## config.mk

```make
export PLATFORM = sky130hd
export DESIGN_NAME = power_on_self_test_sequencer
export DESIGN_NICKNAME = d
export VERILOG_FILES = /design/src/rtl/core/post_seq_pkg.sv /design/src/rtl/core/power_on_self_test_sequencer.sv
export SDC_FILE = /design/constraint.sdc
export NUM_CORES = 1
export LEC_CHECK = 0
export BUFFER_PORTS_ARGS = -buffer_cell sky130_fd_sc_hd__clkbuf_2
export CORE_UTILIZATION = 55
export CTS_BUF_LIST = sky130_fd_sc_hd__clkbuf_16
export CTS_CLUSTER_DIAMETER = 30
export DETAILED_ROUTE_END_ITERATION = 8
export PLACE_DENSITY = 0.74
export SYNTH_ARGS = -nofsm -noshare
export SYNTH_HDL_FRONTEND = slang
export SYNTH_SLANG_ARGS = --single-unit
```

## constraint.sdc

```tcl
create_clock -name clk -period 6.6 [get_ports clk]
set_input_delay 0.66 -clock clk [delete_from_list [all_inputs] [get_ports clk]]
set_output_delay 0.66 -clock clk [all_outputs]
set_load 0.005 [all_outputs]
```

## src/rtl/core/post_seq_pkg.sv

```systemverilog
// Package for the power-on self-test sequencer: phase and event codes,
// transaction structs, config register indexes and lamp/tone constants.
// No dependencies.
`timescale 1ns / 1ps
`default_nettype none

package post_seq_pkg;

  localparam int ALARM_CHANNELS = 16;
  localparam int ALARM_W        = 16;
  localparam int DUTY_W         = 12;
  localparam int TIME_W         = 32;
  localparam int CFG_W          = 16;
  localparam int CFG_IDX_W      = 3;

  localparam logic [ALARM_W-1:0] CHANNEL_MASK =
    (ALARM_CHANNELS >= ALARM_W) ? {ALARM_W{1'b1}}
                                : ALARM_W'((64'd1 << ALARM_CHANNELS) - 64'd1);

  localparam logic [DUTY_W-1:0] DUTY_FULL = 12'd4095;
  localparam logic [DUTY_W-1:0] DUTY_OFF  = 12'd0;

  localparam logic [3:0] TONE_FILE_LO  = 4'd13;
  localparam logic [3:0] TONE_FILE_MID = 4'd14;
  localparam logic [3:0] TONE_FILE_HI  = 4'd15;

  localparam logic [CFG_W-1:0] RST_COLOR_STEP  = 16'd500;
  localparam logic [CFG_W-1:0] RST_WHITE_STEP  = 16'd400;
  localparam logic [CFG_W-1:0] RST_FAULT_HALF  = 16'd125;
  localparam logic [CFG_W-1:0] RST_FAULT_DUR   = 16'd3000;
  localparam logic [CFG_W-1:0] RST_CARD_HALF   = 16'd100;
  localparam logic [CFG_W-1:0] RST_CARD_DUR    = 16'd5000;
  localparam logic [CFG_W-1:0] RST_ACK_HALF    = 16'd250;
  localparam logic [CFG_W-1:0] RST_IGNORE_MASK = 16'd0;

  typedef enum logic [3:0] {
    PH_RED      = 4'd0,
    PH_GREEN    = 4'd1,
    PH_BLUE     = 4'd2,
    PH_WHITE    = 4'd3,
    PH_FAULT    = 4'd4,
    PH_TONE_LO  = 4'd5,
    PH_TONE_MID = 4'd6,
    PH_TONE_HI  = 4'd7,
    PH_CARD     = 4'd8,
    PH_ACK      = 4'd9,
    PH_DONE     = 4'd10
  } phase_t;

  typedef enum logic [1:0] {
    OP_START  = 2'd0,
    OP_TICK   = 2'd1,
    OP_BUTTON = 2'd2
  } op_t;

  typedef enum logic [CFG_IDX_W-1:0] {
    CFG_COLOR_STEP  = 3'd0,
    CFG_WHITE_STEP  = 3'd1,
    CFG_FAULT_HALF  = 3'd2,
    CFG_FAULT_DUR   = 3'd3,
    CFG_CARD_HALF   = 3'd4,
    CFG_CARD_DUR    = 3'd5,
    CFG_ACK_HALF    = 3'd6,
    CFG_IGNORE_MASK = 3'd7
  } cfg_reg_t;

  typedef struct packed {
    logic [1:0]         operation;
    logic [TIME_W-1:0]  now_ms;
    logic               card_ok;
    logic [ALARM_W-1:0] alarm_bits;
    logic               audio_busy;
  } in_t;

  typedef struct packed {
    logic [DUTY_W-1:0] red_duty;
    logic [DUTY_W-1:0] green_duty;
    logic [DUTY_W-1:0] blue_duty;
    logic              play_request;
    logic [3:0]        tone_file;
    logic              active;
    logic [3:0]        phase;
  } out_t;

endpackage

`default_nettype wire

```

## src/rtl/core/power_on_self_test_sequencer.sv

```systemverilog
// Top level of the power-on self-test sequencer: event decode, phase FSM,
// flash timers, config registers and the result register.
// Depends on post_seq_pkg.
//
//   channel | direction | handshake             | payload
//   in      | input     | in_valid / in_stall   | in_data  (post_seq_pkg::in_t)
//   out     | output    | out_valid / out_stall | out_data (post_seq_pkg::out_t)
//   cfg     | input     | cfg_valid / cfg_ready | cfg_index, cfg_data
//
// One event per cycle while in_stall is low; its result is valid on the cycle after acceptance.
// Latency is one register stage: phase, timers and lamp duties update at accept.
// in_stall rises only while a result is held and out_stall is high.
// rst is synchronous; after it the block is inactive (phase done) and the
// config registers hold their default values. cfg_ready is always high.
`timescale 1ns / 1ps
`default_nettype none

module power_on_self_test_sequencer (
  input  wire logic                                 clk,
  input  wire logic                                 rst,
  input  wire logic                                 in_valid,
  output logic                                      in_stall,
  input  wire post_seq_pkg::in_t                    in_data,
  output logic                                      out_valid,
  input  wire logic                                 out_stall,
  output post_seq_pkg::out_t                        out_data,
  input  wire logic                                 cfg_valid,
  output logic                                      cfg_ready,
  input  wire logic [post_seq_pkg::CFG_IDX_W-1:0]   cfg_index,
  input  wire logic [post_seq_pkg::CFG_W-1:0]       cfg_data
);

  logic [post_seq_pkg::CFG_W-1:0] color_step_ms;
  logic [post_seq_pkg::CFG_W-1:0] white_hold_ms;
  logic [post_seq_pkg::CFG_W-1:0] fault_flash_half_ms;
  logic [post_seq_pkg::CFG_W-1:0] fault_duration_ms;
  logic [post_seq_pkg::CFG_W-1:0] card_flash_half_ms;
  logic [post_seq_pkg::CFG_W-1:0] card_duration_ms;
  logic [post_seq_pkg::CFG_W-1:0] ack_flash_half_ms;
  logic [post_seq_pkg::CFG_W-1:0] ignore_mask;

  post_seq_pkg::phase_t                phase, phase_next;
  logic [post_seq_pkg::TIME_W-1:0]     phase_start, phase_start_next;
  logic [post_seq_pkg::TIME_W-1:0]     last_toggle, last_toggle_next;
  logic                                flash_lit, flash_lit_next;
  logic                                card_present, card_present_next;
  logic [post_seq_pkg::DUTY_W-1:0]     red, red_next;
  logic [post_seq_pkg::DUTY_W-1:0]     green, green_next;
  logic [post_seq_pkg::DUTY_W-1:0]     blue, blue_next;
  logic                                play, play_next;
  logic [3:0]                          tone, tone_next;

  logic                                accept;
  logic [post_seq_pkg::TIME_W-1:0]     now;
  logic [post_seq_pkg::TIME_W-1:0]     since;
  logic [post_seq_pkg::TIME_W-1:0]     toggle_gap;
  logic                                alarm_seen;

  assign cfg_ready = 1'b1;
  assign in_stall  = out_valid & out_stall;
  assign accept    = in_valid & ~in_stall;

  assign now        = in_data.now_ms;
  assign since      = now - phase_start;
  assign toggle_gap = now - last_toggle;
  assign alarm_seen = |(in_data.alarm_bits & ~ignore_mask & post_seq_pkg::CHANNEL_MASK);

  always_ff @(posedge clk) begin
    if (rst) begin
      color_step_ms       <= post_seq_pkg::RST_COLOR_STEP;
      white_hold_ms       <= post_seq_pkg::RST_WHITE_STEP;
      fault_flash_half_ms <= post_seq_pkg::RST_FAULT_HALF;
      fault_duration_ms   <= post_seq_pkg::RST_FAULT_DUR;
      card_flash_half_ms  <= post_seq_pkg::RST_CARD_HALF;
      card_duration_ms    <= post_seq_pkg::RST_CARD_DUR;
      ack_flash_half_ms   <= post_seq_pkg::RST_ACK_HALF;
      ignore_mask         <= post_seq_pkg::RST_IGNORE_MASK;
    end else if (cfg_valid && cfg_ready) begin
      unique case (post_seq_pkg::cfg_reg_t'(cfg_index))
        post_seq_pkg::CFG_COLOR_STEP:  color_step_ms       <= cfg_data;
        post_seq_pkg::CFG_WHITE_STEP:  white_hold_ms       <= cfg_data;
        post_seq_pkg::CFG_FAULT_HALF:  fault_flash_half_ms <= cfg_data;
        post_seq_pkg::CFG_FAULT_DUR:   fault_duration_ms   <= cfg_data;
        post_seq_pkg::CFG_CARD_HALF:   card_flash_half_ms  <= cfg_data;
        post_seq_pkg::CFG_CARD_DUR:    card_duration_ms    <= cfg_data;
        post_seq_pkg::CFG_ACK_HALF:    ack_flash_half_ms   <= cfg_data;
        post_seq_pkg::CFG_IGNORE_MASK: ignore_mask         <= cfg_data;
        default: ;
      endcase
    end
  end

  always_ff @(posedge clk) begin
    if (rst) begin
      phase        <= post_seq_pkg::PH_DONE;
      phase_start  <= '0;
      last_toggle  <= '0;
      flash_lit    <= 1'b0;
      card_present <= 1'b0;
      red          <= '0;
      green        <= '0;
      blue         <= '0;
      play         <= 1'b0;
      tone         <= '0;
      out_valid    <= 1'b0;
    end else begin
      if (accept) begin
        phase        <= phase_next;
        phase_start  <= phase_start_next;
        last_toggle  <= last_toggle_next;
        flash_lit    <= flash_lit_next;
        card_present <= card_present_next;
        red          <= red_next;
        green        <= green_next;
        blue         <= blue_next;
        play         <= play_next;
        tone         <= tone_next;
        out_valid    <= 1'b1;
      end else if (!out_stall) begin
        out_valid    <= 1'b0;
      end
    end
  end

  always_comb begin
    phase_next        = phase;
    phase_start_next  = phase_start;
    last_toggle_next  = last_toggle;
    flash_lit_next    = flash_lit;
    card_present_next = card_present;
    red_next          = red;
    green_next        = green;
    blue_next         = blue;
    play_next         = 1'b0;
    tone_next         = '0;

    unique case (post_seq_pkg::op_t'(in_data.operation))
      post_seq_pkg::OP_START: begin
        flash_lit_next    = 1'b0;
        last_toggle_next  = '0;
        card_present_next = in_data.card_ok;
        phase_next        = post_seq_pkg::PH_RED;
        phase_start_next  = now;
        red_next          = post_seq_pkg::DUTY_FULL;
        green_next        = post_seq_pkg::DUTY_OFF;
        blue_next         = post_seq_pkg::DUTY_OFF;
      end
      post_seq_pkg::OP_TICK: begin
        unique case (phase) inside
          post_seq_pkg::PH_RED, post_seq_pkg::PH_GREEN, post_seq_pkg::PH_BLUE: begin
            if (since >= post_seq_pkg::TIME_W'(color_step_ms)) begin
              phase_start_next = now;
              if (phase == post_seq_pkg::PH_RED) begin
                phase_next = post_seq_pkg::PH_GREEN;
                red_next   = post_seq_pkg::DUTY_OFF;
                green_next = post_seq_pkg::DUTY_FULL;
                blue_next  = post_seq_pkg::DUTY_OFF;
              end else if (phase == post_seq_pkg::PH_GREEN) begin
                phase_next = post_seq_pkg::PH_BLUE;
                red_next   = post_seq_pkg::DUTY_OFF;
                green_next = post_seq_pkg::DUTY_OFF;
                blue_next  = post_seq_pkg::DUTY_FULL;
              end else begin
                phase_next = post_seq_pkg::PH_WHITE;
                red_next   = post_seq_pkg::DUTY_FULL;
                green_next = post_seq_pkg::DUTY_FULL;
                blue_next  = post_seq_pkg::DUTY_FULL;
              end
            end
          end
          post_seq_pkg::PH_WHITE: begin
            if (since >= post_seq_pkg::TIME_W'(white_hold_ms)) begin
              if (alarm_seen) begin
                phase_next       = post_seq_pkg::PH_FAULT;
                flash_lit_next   = 1'b1;
                last_toggle_next = now;
                phase_start_next = now;
                red_next         = post_seq_pkg::DUTY_OFF;
                green_next       = post_seq_pkg::DUTY_OFF;
                blue_next        = post_seq_pkg::DUTY_FULL;
              end else if (!card_present) begin
                phase_next       = post_seq_pkg::PH_CARD;
                flash_lit_next   = 1'b1;
                last_toggle_next = now;
                phase_start_next = now;
                red_next         = post_seq_pkg::DUTY_FULL;
                green_next       = post_seq_pkg::DUTY_OFF;
                blue_next        = post_seq_pkg::DUTY_OFF;
              end else begin
                phase_next = post_seq_pkg::PH_TONE_LO;
                red_next   = post_seq_pkg::DUTY_OFF;
                green_next = post_seq_pkg::DUTY_OFF;
                blue_next  = post_seq_pkg::DUTY_OFF;
                play_next  = 1'b1;
                tone_next  = post_seq_pkg::TONE_FILE_LO;
              end
            end
          end
          post_seq_pkg::PH_FAULT: begin
            if (toggle_gap >= post_seq_pkg::TIME_W'(fault_flash_half_ms)) begin
              flash_lit_next   = ~flash_lit;
              last_toggle_next = now;
              blue_next        = flash_lit ? post_seq_pkg::DUTY_OFF : post_seq_pkg::DUTY_FULL;
            end
            if (since >= post_seq_pkg::TIME_W'(fault_duration_ms)) begin
              if (card_present) begin
                phase_next = post_seq_pkg::PH_TONE_LO;
                red_next   = post_seq_pkg::DUTY_OFF;
                green_next = post_seq_pkg::DUTY_OFF;
                blue_next  = post_seq_pkg::DUTY_OFF;
                play_next  = 1'b1;
                tone_next  = post_seq_pkg::TONE_FILE_LO;
              end else begin
                phase_next       = post_seq_pkg::PH_CARD;
                flash_lit_next   = 1'b1;
                last_toggle_next = now;
                phase_start_next = now;
                red_next         = post_seq_pkg::DUTY_FULL;
                green_next       = post_seq_pkg::DUTY_OFF;
                blue_next        = post_seq_pkg::DUTY_OFF;
              end
            end
          end
          post_seq_pkg::PH_TONE_LO: begin
            if (!in_data.audio_busy) begin
              phase_next = post_seq_pkg::PH_TONE_MID;
              play_next  = 1'b1;
              tone_next  = post_seq_pkg::TONE_FILE_MID;
            end
          end
          post_seq_pkg::PH_TONE_MID: begin
            if (!in_data.audio_busy) begin
              phase_next = post_seq_pkg::PH_TONE_HI;
              play_next  = 1'b1;
              tone_next  = post_seq_pkg::TONE_FILE_HI;
            end
          end
          post_seq_pkg::PH_TONE_HI: begin
            if (!in_data.audio_busy) begin
              phase_next       = post_seq_pkg::PH_ACK;
              flash_lit_next   = 1'b1;
              last_toggle_next = now;
              red_next         = post_seq_pkg::DUTY_OFF;
              green_next       = post_seq_pkg::DUTY_FULL;
              blue_next        = post_seq_pkg::DUTY_OFF;
            end
          end
          post_seq_pkg::PH_CARD: begin
            if (toggle_gap >= post_seq_pkg::TIME_W'(card_flash_half_ms)) begin
              flash_lit_next   = ~flash_lit;
              last_toggle_next = now;
              red_next         = flash_lit ? post_seq_pkg::DUTY_OFF : post_seq_pkg::DUTY_FULL;
            end
            if (since >= post_seq_pkg::TIME_W'(card_duration_ms)) begin
              phase_next       = post_seq_pkg::PH_ACK;
              flash_lit_next   = 1'b1;
              last_toggle_next = now;
              red_next         = post_seq_pkg::DUTY_OFF;
              green_next       = post_seq_pkg::DUTY_FULL;
              blue_next        = post_seq_pkg::DUTY_OFF;
            end
          end
          post_seq_pkg::PH_ACK: begin
            if (toggle_gap >= post_seq_pkg::TIME_W'(ack_flash_half_ms)) begin
              flash_lit_next   = ~flash_lit;
              last_toggle_next = now;
              green_next       = flash_lit ? post_seq_pkg::DUTY_OFF : post_seq_pkg::DUTY_FULL;
            end
          end
          default: ;
        endcase
      end
      post_seq_pkg::OP_BUTTON: begin
        if (phase == post_seq_pkg::PH_ACK) begin
          phase_next = post_seq_pkg::PH_DONE;
          red_next   = post_seq_pkg::DUTY_OFF;
          green_next = post_seq_pkg::DUTY_OFF;
          blue_next  = post_seq_pkg::DUTY_OFF;
        end
      end
      default: ;
    endcase
  end

  always_comb begin
    out_data.red_duty     = red;
    out_data.green_duty   = green;
    out_data.blue_duty    = blue;
    out_data.play_request = play;
    out_data.tone_file    = tone;
    out_data.active       = (phase != post_seq_pkg::PH_DONE);
    out_data.phase        = phase;
  end

  a_play_in_tone: assert property (@(posedge clk) disable iff (rst)
    play |-> (phase == post_seq_pkg::PH_TONE_LO || phase == post_seq_pkg::PH_TONE_MID ||
              phase == post_seq_pkg::PH_TONE_HI))
    else $error("tone request outside a tone phase");

  a_tone_file: assert property (@(posedge clk) disable iff (rst)
    play |-> (tone == post_seq_pkg::TONE_FILE_LO || tone == post_seq_pkg::TONE_FILE_MID ||
              tone == post_seq_pkg::TONE_FILE_HI))
    else $error("tone request with bad file number");

  a_done_dark: assert property (@(posedge clk) disable iff (rst)
    (phase == post_seq_pkg::PH_DONE) |-> (red == '0 && green == '0 && blue == '0))
    else $error("lamp lit while sequence is done");

  a_ack_green_only: assert property (@(posedge clk) disable iff (rst)
    (phase == post_seq_pkg::PH_ACK) |-> (red == '0 && blue == '0))
    else $error("red or blue lit during acknowledge wait");

  a_start_restarts: assert property (@(posedge clk) disable iff (rst)
    (accept && in_data.operation == post_seq_pkg::OP_START) |=>
      (phase == post_seq_pkg::PH_RED && out_valid && red == post_seq_pkg::DUTY_FULL))
    else $error("start did not restart at red");

endmodule

`default_nettype wire

```

==> summary.md <==
| Metric | Value |
|---|---|
| Status | `complete, no violations` |
| Worst Setup SP | `phase_start[1]` |
| Yosys cell types | `85` |
| Avg Vias per Cell | `5.907` |
| Most frequent cell after synthesis | `nand2_1` |
| DR vias | `14,570` |
| Worst hold path type | `primary input to flop` |
| FF-to-FF Start | `phase_start[1]` |
| WHS | `0.3619 ns` |
| Max FO, Critical Path | `32` |
| Final instance area | `0.01746 mm^2` |
| Share of post-route cells with drive strength above 1 | `11.80%` |
| Placed cell area | `0.01579 mm^2` |
| All-Layer GR Usage | `30.62%` |
| Htree depth | `2` |
| # clock sinks | `206` |
| Crit path required time | `7.02 ns` |
| Hold_buf cts | `0` |
| Post-CTS Resized | `0` |
| Hold Startpoint | `in_valid` |
| Storage element area | `0.004124 mm^2` |
| Vias in the first global route | `approximately 14,000` |
| Primary FF master, synth | `dfxtp_1` |
| HPWL Detailed | `32,430 um` |
| Critical Path Start Type | `flop` |
| Cells after synthesis | `2,017` |
| Largest area contributor in the netlist | `dfxtp_1` |
| Final min period | `roughly 5.5 ns` |
| Normalized max-slew margin | `~15%` |
| Crit path arrival time | `5.94 ns` |
| Max-cap check violation count | `0` |
| PortBufs | `123` |
| Setup Fix Bufs, Post-CTS | `0` |
| Wire per inst | `approximately 18 um` |
| Fin util | `about 64%` |
| Pre-Repair DR Iteration Count | `6` |
| First-pass GRT wire length | `71,090 um` |
| CTS tree | `yes` |
| Antenna-violating nets left | `0` |
| Root Buffer | `clkbuf_16` |
| Dpl cells | `2,380` |
| Hold Fails Final Rpt | `0` |
| Worst-Skew Late Latency | `0.56 ns` |
| FP Rows | `60` |
| Die width | `roughly 170 um` |
| Syn avg cell area | `7.628 um^2` |
| Fillers | `around 2,400` |
| Setup slack at placement | `0.6885 ns` |
| Async SR Flop Fraction | `0%` |
| CP endpoint kind | `flop` |
| Initial drt markers | `roughly 1,300` |
| Post-synth EDFFs | `0` |
| Initial Util | `56.61%` |
| Max clock buf depth | `3` |
| Power Dens Cells | `between 200 and 300 mW/mm^2` |
| Synth area leaders | `dfxtp_1 27%, ha_1 14%, nand2_1 7.3%` |
| Initial antenna violation count | `0` |
| Proportion of netlist area held by the largest area contributor | `about 27%` |
| Ys Warns | `0` |
| Max Fclk | `between 0.15 and 0.2 GHz` |
| IO Pins | `125` |
| Largest net degree at the start of global routing | `77` |
| Setup TNS Final | `0 ns` |
| Post-synth design cell area | `0.01538 mm^2` |
| Die Y | `between 150 and 200 um` |
| Worst R2R Path Depth | `20` |
| Multi-input logic area | `0.009722 mm^2` |
| Pins Over Slew Limit | `0` |
| Top cells by count, synth | `301 x nand2_1, 221 x a21oi_1, 209 x inv_1` |
| GP Congestion | `0.9388` |
| Routed WL | `43,940 um` |
| Layout Nets | `2,314` |
| Setup Crit Path Kind | `flop to flop` |
| Total congestion overflow | `0` |
| Total power | `4.608 mW` |
| Seq cells post-synth | `206` |
| Final WS setup | `1.085 ns` |
| Layout area overhead | `13.46%` |
| Final Non-Filler Cells | `between 2,000 and 2,500` |
| ANT cells | `0` |
| Syn Nets | `2,273` |
| Reg clk slew, reported paths | `0.05 ns` |
| Seq/Total Area, Yosys | `26.81%` |
| Final period util | `83.56%` |
| RSZ-0062 raised after global routing | `false` |
| Clock skew | `0.03140 ns` |
| CORE AREA | `0.02718 mm^2` |
| # DRC | `0` |
| Hold depth | `2` |
| Setup Viol. Count Final | `0` |
| Total leakage power | `7.017 nW` |
| VDD IR max | `0.1707 mV` |
| Slew at the pin with the worst max-slew slack | `1.264 ns` |
| Die Area | `0.02865 mm^2` |
| Num CTS Buffers | `48` |
cell families (layout without fill, tap and decap cells):
family,Yosys count,count (layout),share of synthesized area [%]
buffers and inverters,353,430,10.23
adders and majority gates,180,180,14.74
DFF,206,206,26.81
other,1,1,0.02437
muxes,39,39,2.554
AOI/OAI and AO/OA,566,566,24.24
xor gates and xnor gates,46,46,2.619
and+or+nand+nor,626,626,18.79
critical path: stages (launching register included):
cell and delay [ns]:
dfxtp_1 0.34, inv_1 0.08, ha_1 0.29, nor2b_1 0.20, o2111ai_1 0.24, a21oi_1 0.30
nor3_4 0.07, xnor2_1 0.50, ha_1 0.37, a21o_1 0.16, a21o_1 0.16, a21oi_1 0.12
o21ai_0 0.11, a2111oi_0 0.79, o211a_1 0.30, nor4b_1 0.31, a21oi_1 0.14, o21ai_2 0.29
nor4_4 0.07, buf_4 0.28, a32o_1 0.25
report_power, final:
group	switching (mW)	internal (mW)
Sequential	0.0240	1.28
Combinational	0.549	0.331
Clock	0.785	1.64
worst paths after layout:
kind / slack, ns / endpoint
setup / recovery: 1.08 / last_toggle[15]
hold / removal: 0.36 / out_valid
setup reg to reg: 1.08 / last_toggle[15]
hold reg to reg: 0.45 / ignore_mask[4]
metal layers:
| metal | GRT usage, % | routed length, um | vias up |
|---|---|---|---|
| met2 | 48.33 | 19540 | 515 |
| met5 | 0 | 0 | - |
| met3 | 4.827 | 2992 | 108 |
| met4 | 12.81 | 1434 | 0 |
| met1 | 41.47 | 19980 | 6799 |
| li1 | - | - | 7144 |
sequential cells by signal (all words and copies together) (netlist names):
name / count
ack_flash_half_ms: 16
blue: 1
card_duration_ms: 16
card_flash_half_ms: 16
card_present: 1
color_step_ms: 16
fault_duration_ms: 16
fault_flash_half_ms: 16
flash_lit: 1
green: 1
ignore_mask: 16
last_toggle: 32
out_valid: 1
phase: 4
phase_start: 32
play: 1
red: 1
tone: 3
white_hold_ms: 16
cell usage in the layout (no fill, tap or decap), types with 16 or more instances in the layout:
| cell | Yosys | routed |
|---|---|---|
| ha_1 | 178 | 178 |
| xnor2_1 | 31 | 31 |
| o21a_1 | 17 | 17 |
| clkbuf_2 | 16 | 122 |
| nor2b_1 | 16 | 16 |
| a211oi_1 | 23 | 23 |
| nand2b_1 | 27 | 27 |
| clkbuf_16 | 0 | 48 |
| o211ai_1 | 54 | 54 |
| o21ai_0 | 56 | 56 |
| nand2_1 | 301 | 301 |
| inv_1 | 209 | 210 |
| nand3_1 | 39 | 39 |
| a21oi_1 | 221 | 220 |
| dfxtp_1 | 206 | 206 |
| mux2i_1 | 37 | 37 |
| nor2_1 | 117 | 115 |
| a32o_1 | 32 | 32 |
| a21o_1 | 46 | 46 |
| nand4_1 | 31 | 31 |
| nor3_1 | 28 | 26 |
layout make-up:
type / count / share of cell area [%]
clock inverters: 38 / 2.645
clock buffers: 48 / 6.881
multi-input cells: 1458 / 55.69
flip-flops and latches: 206 / 23.63
repair buffers: 132 / 3.928
inverters: 212 / 4.559
well taps: 372 / 2.666
Note: power is estimated with default switching activity, not from simulation.
